--- config.mk ---
export PLATFORM = sky130hd
export DESIGN_NAME = wrg_cfg
export DESIGN_NICKNAME = d
export VERILOG_FILES = /design/src/hdl/wrg_pkg.sv /design/src/hdl/wrg_cfg.sv
export SDC_FILE = /design/constraint.sdc
export NUM_CORES = 1
export LEC_CHECK = 0
export ABC_AREA = 1
export BUFFER_PORTS_ARGS = -buffer_cell sky130_fd_sc_hd__buf_2
export CAP_MARGIN = 15
export CORE_MARGIN = 2
export CORE_UTILIZATION = 61
export DETAILED_ROUTE_END_ITERATION = 12
export GPL_TIMING_DRIVEN = 0
export PLACE_DENSITY_LB_ADDON = 0.3
export SLEW_MARGIN = 10
export SYNTH_ARGS = -nofsm -noshare
export SYNTH_HDL_FRONTEND = slang
export SYNTH_SLANG_ARGS = --single-unit
--- constraint.sdc ---
create_clock -name clk -period 7.3 [get_ports clk]
set_input_delay 0.365 -clock clk [delete_from_list [all_inputs] [get_ports clk]]
set_output_delay 0.365 -clock clk [all_outputs]
set_load 0.01 [all_outputs]
--- src/hdl/wrg_pkg.sv ---
// ----------------------------------------------------------------------------
// Windowed ramp generator package
// Shared types and constants: register indexes, configuration record,
// sequencer states and divider status.
// ----------------------------------------------------------------------------
package wrg_pkg;

    localparam int CODE_W   = 12;
    localparam int SAMP_W   = 15;
    localparam int CFG_IDX_W = 3;
    localparam int Q_W      = CODE_W;

    typedef enum logic [CFG_IDX_W-1:0] {
        REG_MODE           = 3'd0,
        REG_MIN_CODE       = 3'd1,
        REG_MAX_CODE       = 3'd2,
        REG_IDLE_CODE      = 3'd3,
        REG_HIGH_IDLE_CODE = 3'd4,
        REG_BAND_WIDTH     = 3'd5,
        REG_WINDOW_SAMPLES = 3'd6,
        REG_FRAME_SAMPLES  = 3'd7
    } cfg_reg_t;

    localparam logic MODE_IDLE_CODE = 1'b0;
    localparam logic MODE_BANDS     = 1'b1;

    typedef struct packed {
        logic              mode;
        logic [CODE_W-1:0] min_code;
        logic [CODE_W-1:0] max_code;
        logic [CODE_W-1:0] idle_code;
        logic [CODE_W-1:0] high_idle_code;
        logic [CODE_W-1:0] band_width;
        logic [SAMP_W-1:0] window_samples;
        logic [SAMP_W-1:0] frame_samples;
    } wrg_cfg_t;

    typedef enum logic [2:0] {
        S_IDLE,
        S_MUL,
        S_LOAD,
        S_DIV,
        S_HOLD
    } wrg_state_t;

    typedef struct packed {
        logic busy;
        logic done;
    } wrg_div_stat_t;

endpackage

--- src/hdl/wrg_cfg.sv ---
// ----------------------------------------------------------------------------
// Windowed ramp generator configuration registers
// Holds the register file and derives the configuration validity flag.
// ----------------------------------------------------------------------------
module wrg_cfg import wrg_pkg::*;
#(
    parameter int MAX_SAMPLES = 16384
)
(
    input  logic                 clk,
    input  logic                 rst_n,
    input  logic                 cfg_we,
    input  logic [CFG_IDX_W-1:0] cfg_index,
    input  logic [SAMP_W-1:0]    cfg_data,
    output wrg_cfg_t             cfg,
    output logic                 cfg_ok
);

    localparam int LIM_W = 17;

    wrg_cfg_t cfg_reg;

    always_ff @(posedge clk or negedge rst_n)
    begin
        if (!rst_n)
        begin
            cfg_reg.mode           <= MODE_IDLE_CODE;
            cfg_reg.min_code       <= '0;
            cfg_reg.max_code       <= '1;
            cfg_reg.idle_code      <= '0;
            cfg_reg.high_idle_code <= '1;
            cfg_reg.band_width     <= CODE_W'(1);
            cfg_reg.window_samples <= SAMP_W'(2);
            cfg_reg.frame_samples  <= SAMP_W'(2);
        end
        else if (cfg_we)
        begin
            case (cfg_reg_t'(cfg_index))
                REG_MODE:           cfg_reg.mode           <= cfg_data[0];
                REG_MIN_CODE:       cfg_reg.min_code       <= cfg_data[CODE_W-1:0];
                REG_MAX_CODE:       cfg_reg.max_code       <= cfg_data[CODE_W-1:0];
                REG_IDLE_CODE:      cfg_reg.idle_code      <= cfg_data[CODE_W-1:0];
                REG_HIGH_IDLE_CODE: cfg_reg.high_idle_code <= cfg_data[CODE_W-1:0];
                REG_BAND_WIDTH:     cfg_reg.band_width     <= cfg_data[CODE_W-1:0];
                REG_WINDOW_SAMPLES: cfg_reg.window_samples <= cfg_data;
                REG_FRAME_SAMPLES:  cfg_reg.frame_samples  <= cfg_data;
                default:            ;
            endcase
        end
    end

    logic [CODE_W:0] low_top;
    logic [CODE_W:0] high_top;
    logic            base_ok;
    logic            band_ok;

    always_comb
    begin
        low_top  = {1'b0, cfg_reg.idle_code} + {1'b0, cfg_reg.band_width};
        high_top = {1'b0, cfg_reg.max_code} + {1'b0, cfg_reg.band_width};
        base_ok  = (cfg_reg.window_samples >= SAMP_W'(2))
                && (cfg_reg.window_samples <= cfg_reg.frame_samples)
                && (LIM_W'(cfg_reg.frame_samples) <= LIM_W'(MAX_SAMPLES))
                && (cfg_reg.min_code <= cfg_reg.max_code);
        band_ok  = (cfg_reg.band_width != '0)
                && (low_top <= {1'b0, cfg_reg.min_code})
                && (high_top <= {1'b0, cfg_reg.high_idle_code});
        cfg_ok   = base_ok && ((cfg_reg.mode == MODE_IDLE_CODE) || band_ok);
    end

    assign cfg = cfg_reg;

endmodule

==> results of run 1 <==
-- worst max-delay path by stage --
stage                        start      to  slack, ps  cells past startpoint
2_1_floorplan  cfg[30]$_DFFE_PN1P_  cfg_ok       4010                     17
3_3_place_gp   cfg[30]$_DFFE_PN1P_  cfg_ok       3660                     18
3_5_place_dp   cfg[30]$_DFFE_PN1P_  cfg_ok       3580                     18
4_1_cts        cfg[30]$_DFFE_PN1P_  cfg_ok       3160                     18
5_1_grt        cfg[30]$_DFFE_PN1P_  cfg_ok       2890                     18
6_report       cfg[30]$_DFFE_PN1P_  cfg_ok       3100                     18
-- area by class of cell --
cell class                 count  share of cell area [%]
multi-input combinational    507                    44.8
tap                          129                    2.38
sequential                    91                    34.0
clock buffer                  11                    1.93
inverter                     108                    5.97
timing repair buffer         114                    8.84
clock inverter                 5                    1.14
buffer                        15                   0.866
-- per-layer routing --
metal  global-route usage, %  share of wire, %  wire length [um]
met4                    8.94               2.2               351
met5                       0                 0                 0
met2                    53.5                48              7630
met1                    44.7                42              6800
met3                    5.38               7.9              1280
-- logic make-up (layout without fill, tap and decap cells) --
logic type / after synthesis / in the layout / synth area share, %
AOI/OAI and AO/OA: 154 / 154 / 14.0
muxes: 3 / 3 / 0.580
DFF: 91 / 91 / 39.7
and+or+nand+nor: 253 / 253 / 17.9
adders and majority gates: 77 / 77 / 16.8
buffers and inverters: 123 / 253 / 7.98
xor gates and xnor gates: 20 / 20 / 3.01
-- power groups by stage --
stage	combinational [mW]	sequential [mW]	clock, mW
detailed placement	0.977	0.741	0
CTS	0.994	0.733	0.367
global placement	0.910	0.737	0
finish	1.00	0.738	0.368
global route	1.14	0.749	0.383
floorplan	0.630	0.760	0
-- cell usage in the layout (no fill, tap or decap), types with 2 or more instances in the layout --
cell type,n
nand2_1,174
buf_2,113
inv_1,108
o21ai_0,98
ha_1,75
dfrtp_1,64
a21oi_1,37
nor2_1,34
dfstp_2,27
nand3_1,21
clkbuf_1,15
xnor2_1,10
xor2_1,10
clkbuf_8,9
nand4_1,8
nor3_1,5
nor4_1,5
a31oi_1,4
o21bai_1,3
a21o_1,3
mux2_2,3
nor3b_1,2
a21boi_0,2
o21ai_2,2
fa_1,2
bufinv_16,2
clkinv_2,2
-- worst reg2reg max path, cell delays in order (launching register included) --
cell	delay (ps)
dfstp_2	550
inv_1	60
o21ai_0	180
-- per-stage QoR --
stage | cells | total power [mW] | util (%)
global placement | 962 | 1.65 | 70.8
detailed placement | 963 | 1.72 | 71.1
finish | 980 | 2.11 | 73.5
global route | 980 | 2.27 | 73.5
CTS | 980 | 2.09 | 73.5
floorplan | 721 | 1.39 | -
==> impl_metrics.ini, run 1 <==
[global_routing]
overflow = 0
grt_pass1_wl_um = 26200
first_global_vias = 5387
antenna_found_initial = 0
grt_max_degree = 56
grt.total_usage_pct = 32.5

[synth]
synth_ff_type = dfrtp_1
synth-edff-count = 0
avgSynthCellArea_um2 = 8.07
synth_top_area_share_pct = 27.5
synth_area_um2 = 5820
synth_common_cells = 174 x nand2_1, 108 x inv_1, 98 x o21ai_0
synth.distinct_cells = 33
yosys_warnings = 0
synth_fp_nets = 819
ys_seq_elements = 91
yosysMostFrequentCell = nand2_1
synth_cells = 721
ys_seq_area_share_pct = 39.7
async_flop_share_pct = 100
yosysTopAreaCell = dfrtp_1
synth_area_leaders = dfrtp_1 28%, ha_1 16%, dfstp_2 12%

[cts]
cts_setup_buffers = 0
path_clk_slew_ps = 90
cts_resized = 0
htree_levels = 3
clkLatencyLatePin_ps = 370
cts.path.max_buffers = 2
cts_hold_buf = 1
numCtsBuffers = 9
cts_sinks = 91
cts_root_buf = clkbuf_8
cts_tree = done

[floorplanning]
initial_core_util_pct = 63.0
ioPinCount = 113
die-height_um = 102
dieArea_um2 = 10300
row_count = 35
core_region_area_um2 = 9240
die_x_um = 102

[timing]
hold_violations = 0
setup-tns-final_ps = 0
fin_skew_ps = 0
rsz0062_at_grt = no
setup_viol = 0
setup_ws_ps = 3100
whs_ps = 216
report.final.slew_viol_count = 0
post-route-min-period_ps = 4200
slew_headroom_pct = 64.0
timing.fmax_mhz = 238
tightestPinTransition_ps = 533
finalCritPeriodShare_pct = 57.5

[critical_path]
path_max_fanout = 5
critPathBufInv = 2
cpPeakStageDelay_ps = 610
path_delay_family = compound AO/OA/AOI/OAI gates
cpMaxStageDelayCell = dfstp_2
worst_r2r_endpoint = cfg[1]$_DFFE_PN1P_
r2r_start = cfg[1]$_DFFE_PN1P_
crit_path_cell_trace = ha_1 > inv_1 > fa_1 > nand3b_1 > nand2_1 > a21oi_1 > o21ai_0 > a21oi_1 > xnor2_1 > ha_1 > a21oi_1 > o21bai_1 > nor2_1 > a21oi_1 > nor2_1 > nor2_1 > nor2_1 > buf_2
crit_path_end_kind = output port
start_kind = register
worstSetupPathType = reg -> out
crit_arrival_ps = 3830
r2r_cells = 2
cp_data_required_time_ps = 6930
r2r_setup_slack_ps = 6430

[route]
initialDrtViolationCount = 363
wirelength_um = 16100
drc = 0
wl_per_cell_um = 16.4
dr.pass1.iters = 7
ant_nets = 0
avgViaCountPerCell = 5.66
via_count = 5551

[worst_hold_path]
holdPathEnd = cfg[3]$_DFFE_PN0P_
holdCritPathClass = in -> reg
hp-start = cfg_data[3]
hold_path_depth = 3

[pwr]
p_int_mw = 1.22
combPwrFrac_pct = 47.6
pwr-share-seq_pct = 35.0
switchingPower_mw = 0.886
p_sw_share_pct = 42.0
powerDensity_nw_per_um2 = 311
p_leak_nw = 3.66
ir_worst_vdd_uv = 251
power_frac_clock_pct = 17.5

[place]
placed_area_um2 = 6570
place_congestion = 0.992
numPortBuffers = 112
dp_slack_ps = 3580
dp_hpwl_um = 12700

[status]
status = finished clean

[final_layout]
fin_area_um2 = 6790
synthToLayoutAreaGrowth_pct = 16.7
drive_above_1_share_pct = 19.2
nets = 944
multi_input_area_um2 = 3040
largest_reg_flops = 91
diodes = 0
layout.area.seq_um2 = 2310
nFillCells = 712

[flow_run]
drv_cap = 0
Power figures use the tool's default switching activity.
==> run 2: changes to the inputs <==
Settings changed: CORE_UTILIZATION 61 to 51.
Clock period 7.3 ns to 3.76 ns, I/O delays scaled along.
==> impl_metrics.ini, run 2 (synthesis gave the netlist of run 1 again) <==
[critical_path]
start_kind = register
cpMostUsedCell = nor2_1
r2r_start = cfg[30]$_DFFE_PN1P_
path_max_fanout = 3
r2r_setup_slack_ps = 2730
r2r_cells = 4
crit_arrival_ps = 3590
cpPeakStageDelay_ps = 550
worst_r2r_endpoint = cfg[30]$_DFFE_PN1P_
crit_path_cell_trace = ha_2 > inv_2 > fa_2 > o21ai_2 > a21oi_2 > buf_4 > xnor2_1 > ha_1 > nand2_1 > nor3b_1 > nand3_1 > nand2_2 > nand3_2 > nor2_2 > nor2_1 > nor2_1 > buf_2
worstSetupPathType = reg -> out
path_delay_family = simple AND/OR/NAND/NOR gates
crit_path_end_kind = output port
cpMaxStageDelayCell = dfstp_2
critPathBufInv = 3
cp_data_required_time_ps = 3570

[timing]
rsz0062_at_grt = yes
timing.fmax_mhz = 265
whs_ps = 72.3
setup-tns-final_ps = -15.9
slew_headroom_pct = 65.0
finalCritPeriodShare_pct = 100
post-route-min-period_ps = 3780
hold_violations = 0
setup_ws_ps = -15.9
setup_viol = 1
fin_skew_ps = 0
tightestPinTransition_ps = 526
report.final.slew_viol_count = 0

[place]
placed_area_um2 = 6590
dp_hpwl_um = 12900
numPortBuffers = 112
place_congestion = 0.900

[final_layout]
diodes = 0
synthToLayoutAreaGrowth_pct = 21.2
final_common_cell = nand2_1
drive_above_1_share_pct = 22.3
nets = 954
final_cell_mix = 171 x nand2_1, 113 x buf_2, 107 x inv_1
largest_reg_flops = 91
fin_area_um2 = 7060
post-route-util_pct = 62.6
nFillCells = 976

[pwr]
powerDensity_nw_per_um2 = 623
ir_worst_vdd_uv = 275
p_leak_nw = 3.77

[cts]
htree_levels = 3
cts.path.max_buffers = 2
cts_tree = done
numCtsBuffers = 9
cts_sinks = 91
path_clk_slew_ps = 70
cts_root_buf = clkbuf_16
clkLatencyLatePin_ps = 340

[worst_hold_path]
holdPathEnd = cfg[2]$_DFFE_PN0P_
hold_path_depth = 3
holdCritPathClass = in -> reg
hp-start = cfg_data[2]

[global_routing]
grt_max_degree = 61
grt.total_usage_pct = 27.3
grt_pass1_wl_um = 26900
overflow = 0
first_global_vias = 5381
use_met1_pct = 38.7
grtUsageMet2_pct = 42.9
top_usage_layer = met2
met3_usage_pct = 4.65
antenna_found_initial = 0

[flow_run]
drv_cap = 0

[status]
status = finished with violations
violations = setup timing

[route]
dr.pass1.iters = 7
wirelength_um = 16400
wl_per_cell_um = 16.4
initialDrtViolationCount = 348
ant_nets = 0
avgViaCountPerCell = 5.49
via_count = 5512
drc = 0

[floorplanning]
core_region_area_um2 = 11300
row_count = 39
ioPinCount = 113
dieArea_um2 = 12300
die-height_um = 111
die_x_um = 111
initial_core_util_pct = 51.6
-- run 2: stage by stage --
step | total power [mW] | cells | setup WS [ps]
floorplan | 2.70 | 721 | 650
global placement | 3.22 | 976 | 225
detailed placement | 3.32 | 977 | 115
CTS | 4.28 | 1001 | 1.45
global route | 4.75 | 1004 | -134
finish | 4.39 | 1004 | -15.9
-- run 2: how the worst max path moves through the flow --
stage / startpoint / end / slack (ps) / cells after the start
after detailed placement: cfg[30]$_DFFE_PN1P_ / cfg_ok / 120 / 18
after CTS: cfg[30]$_DFFE_PN1P_ / cfg_ok / 1 / 22
after global placement: cfg[30]$_DFFE_PN1P_ / cfg_ok / 230 / 18
after floorplan: cfg[30]$_DFFE_PN1P_ / cfg_ok / 650 / 17
final: cfg[30]$_DFFE_PN1P_ / cfg_ok / -20 / 17
after global routing: cfg[30]$_DFFE_PN1P_ / cfg_ok / -130 / 22
-- run 2: metal layers --
metal | part of all wire (%) | wire length [um]
met1 | 45 | 7470
met2 | 46 | 7490
met3 | 6.9 | 1140
met4 | 2.0 | 327
met5 | 0 | 0
-- run 2: worst reg2reg max path: stages (launching register included) --
cell and delay [ps]:
dfstp_2 550, buf_4 130, buf_4 110, nand2_1 40, o21ai_0 100
-- run 2: layout make-up --
| cell class | count | area [um^2] | area share [%] |
|---|---|---|---|
| clock buffer | 14 | 264 | 3.74 |
| inverter | 108 | 405 | 5.75 |
| multi-input combinational | 507 | 3130 | 44.3 |
| sequential | 91 | 2310 | 32.8 |
| tap | 143 | 179 | 2.54 |
| buffer | 15 | 58.8 | 0.833 |
| timing repair buffer | 124 | 676 | 9.58 |
| clock inverter | 2 | 35.0 | 0.497 |
-- run 2: power by group --
| part | internal, mW | switching (mW) | total, mW |
|---|---|---|---|
| registers | 1.21 | 0.224 | 1.43 |
| logic | 0.855 | 1.18 | 2.04 |
| clock network | 0.552 | 0.370 | 0.921 |
| total | 2.62 | 1.78 | 4.39 |
-- run 2: what timing repair did --
| action | 4_1_cts | 5_1_grt |
|---|---|---|
| hold buffers | 1 | 0 |
| hold endpoints to repair | 19 | 0 |
| gates resized for setup | 7 | 16 |
| buffers inserted | 7 | 3 |
| pin swaps | 8 | 16 |
| setup endpoints to repair | 1 | 1 |
==> run 3: changes to the inputs <==
Settings changed: CORE_UTILIZATION 51 to 52, CTS_BUF_LIST set to sky130_fd_sc_hd__clkbuf_4 sky130_fd_sc_hd__clkbuf_8.
==> impl_metrics.ini, run 3 (synthesis gave the netlist of run 1 again) <==
[route]
avgViaCountPerCell = 5.49
initialDrtViolationCount = 388
wirelength_um = 16400
dr.pass1.iters = 7
wl_per_cell_um = 16.4
drc = 0
ant_nets = 0
via_count = 5475

[critical_path]
critPathBufInv = 2
path_delay_family = compound AO/OA/AOI/OAI gates
crit_arrival_ps = 3560
r2r_start = cfg[30]$_DFFE_PN1P_
start_kind = register
path_max_fanout = 3
worst_r2r_endpoint = cfg[30]$_DFFE_PN1P_
cpMaxStageDelayCell = dfstp_2
r2r_setup_slack_ps = 2710
cp_data_required_time_ps = 3570
r2r_cells = 4
worstSetupPathType = reg -> out
crit_path_cell_trace = ha_4 > inv_4 > fa_2 > o21ai_4 > a21oi_4 > o21ai_4 > a31oi_4 > xnor2_2 > ha_1 > a21o_1 > a21oi_2 > nand2_1 > nand2_1 > nand3_2 > nor2_2 > nor2_1 > nor2_1 > buf_2
cpPeakStageDelay_ps = 600
crit_path_end_kind = output port

[cts]
numCtsBuffers = 9
cts_tree = done
htree_levels = 3
clkLatencyLatePin_ps = 360
cts.path.max_buffers = 2
cts_sinks = 91
cts_root_buf = clkbuf_8
path_clk_slew_ps = 90

[floorplanning]
ioPinCount = 113
dieArea_um2 = 12100
initial_core_util_pct = 53.4
row_count = 38
die-height_um = 110
core_region_area_um2 = 10900
die_x_um = 110

[timing]
slew_headroom_pct = 63.2
tightestPinTransition_ps = 552
rsz0062_at_grt = yes
post-route-min-period_ps = 3750
finalCritPeriodShare_pct = 99.6
setup_ws_ps = 14.4
fin_skew_ps = 0
hold_violations = 0
timing.fmax_mhz = 267
setup_viol = 0
report.final.slew_viol_count = 0

[place]
place_congestion = 0.950
numPortBuffers = 112
dp_hpwl_um = 12900
dp_slack_ps = 127
place_inst = 974
placed_area_um2 = 6590

[final_layout]
diodes = 0
drive_above_1_share_pct = 22.1
final_common_cell = nand2_1
synthToLayoutAreaGrowth_pct = 20.0
largest_reg_flops = 91
final_cell_mix = 173 x nand2_1, 113 x buf_2, 107 x inv_1
instances_no_fill = 998
nets = 952
fin_area_um2 = 6990

[worst_hold_path]
holdPathEnd = cfg[3]$_DFFE_PN0P_
holdCritPathClass = in -> reg
hold_path_depth = 3
hp-start = cfg_data[3]

[global_routing]
grt_max_degree = 52
overflow = 0
first_global_vias = 5190
antenna_found_initial = 0
grt_pass1_wl_um = 25900
grt.total_usage_pct = 27.7

[status]
status = finished clean

[pwr]
p_leak_nw = 3.73
powerDensity_nw_per_um2 = 604
ir_worst_vdd_uv = 339

[flow_run]
drv_cap = 0
run 3: final cells by class:
cell class                      instances  area (um^2)
Tap cell                              140          175
Buffer                                 15         58.8
Timing Repair Buffer                  122          661
Clock inverter                          4         76.3
Clock buffer                           11          145
Multi-Input combinational cell        507         3150
Sequential cell                        91         2310
Fill cell                             919         3900
Inverter                              108          408
run 3: tightest hold or removal path: cells and delay by family:
family,cells,cell delay (ps)
AND/OR/NAND/NOR,1,40
buffers and inverters,1,90
AO/OA/AOI/OAI,1,60
run 3: worst max path at each step:
stage	start	to	cells past startpoint
floorplan	cfg[30]$_DFFE_PN1P_	cfg_ok	17
global placement	cfg[30]$_DFFE_PN1P_	cfg_ok	18
detailed placement	cfg[30]$_DFFE_PN1P_	cfg_ok	18
CTS	cfg[30]$_DFFE_PN1P_	cfg_ok	18
global route	cfg[30]$_DFFE_PN1P_	cfg_ok	18
finish	cfg[30]$_DFFE_PN1P_	cfg_ok	18
run 3: routing by layer:
metal / up-vias / part of all wire, % / GRT usage, %
li1: 2648 / - / -
met1: 2602 / 44 / 39.4
met2: 202 / 48 / 44.6
met3: 23 / 6.4 / 4.68
met4: 0 / 1.2 / 5.33
met5: - / 0 / 0
run 3: power by group:
part	switching, mW	leakage (nW)	internal (mW)
Clock	0.347	0.109	0.398
Sequential	0.224	1.08	1.21
Combinational	1.20	2.54	0.843
Total	1.77	3.73	2.45
run 3: through the flow:
step                hold WS, ps  TNS (ps)  util (%)  power (mW)
floorplan                  -108         0         -        2.70
global placement            410         0      60.2        3.23
detailed placement          208         0      60.5        3.33
CTS                        46.9     -21.0      63.1        4.12
global route               53.1      -158      64.2        4.57
finish                     49.9         0      64.2        4.22
run 3: timing repair:
action	4_1_cts	5_1_grt
endpoints found under the hold margin	27	0
gates cloned	0	0
setup buffers	3	5
pin swaps	8	23
gates resized for setup	11	15
setup endpoints to repair	1	1
hold buffers	1	0
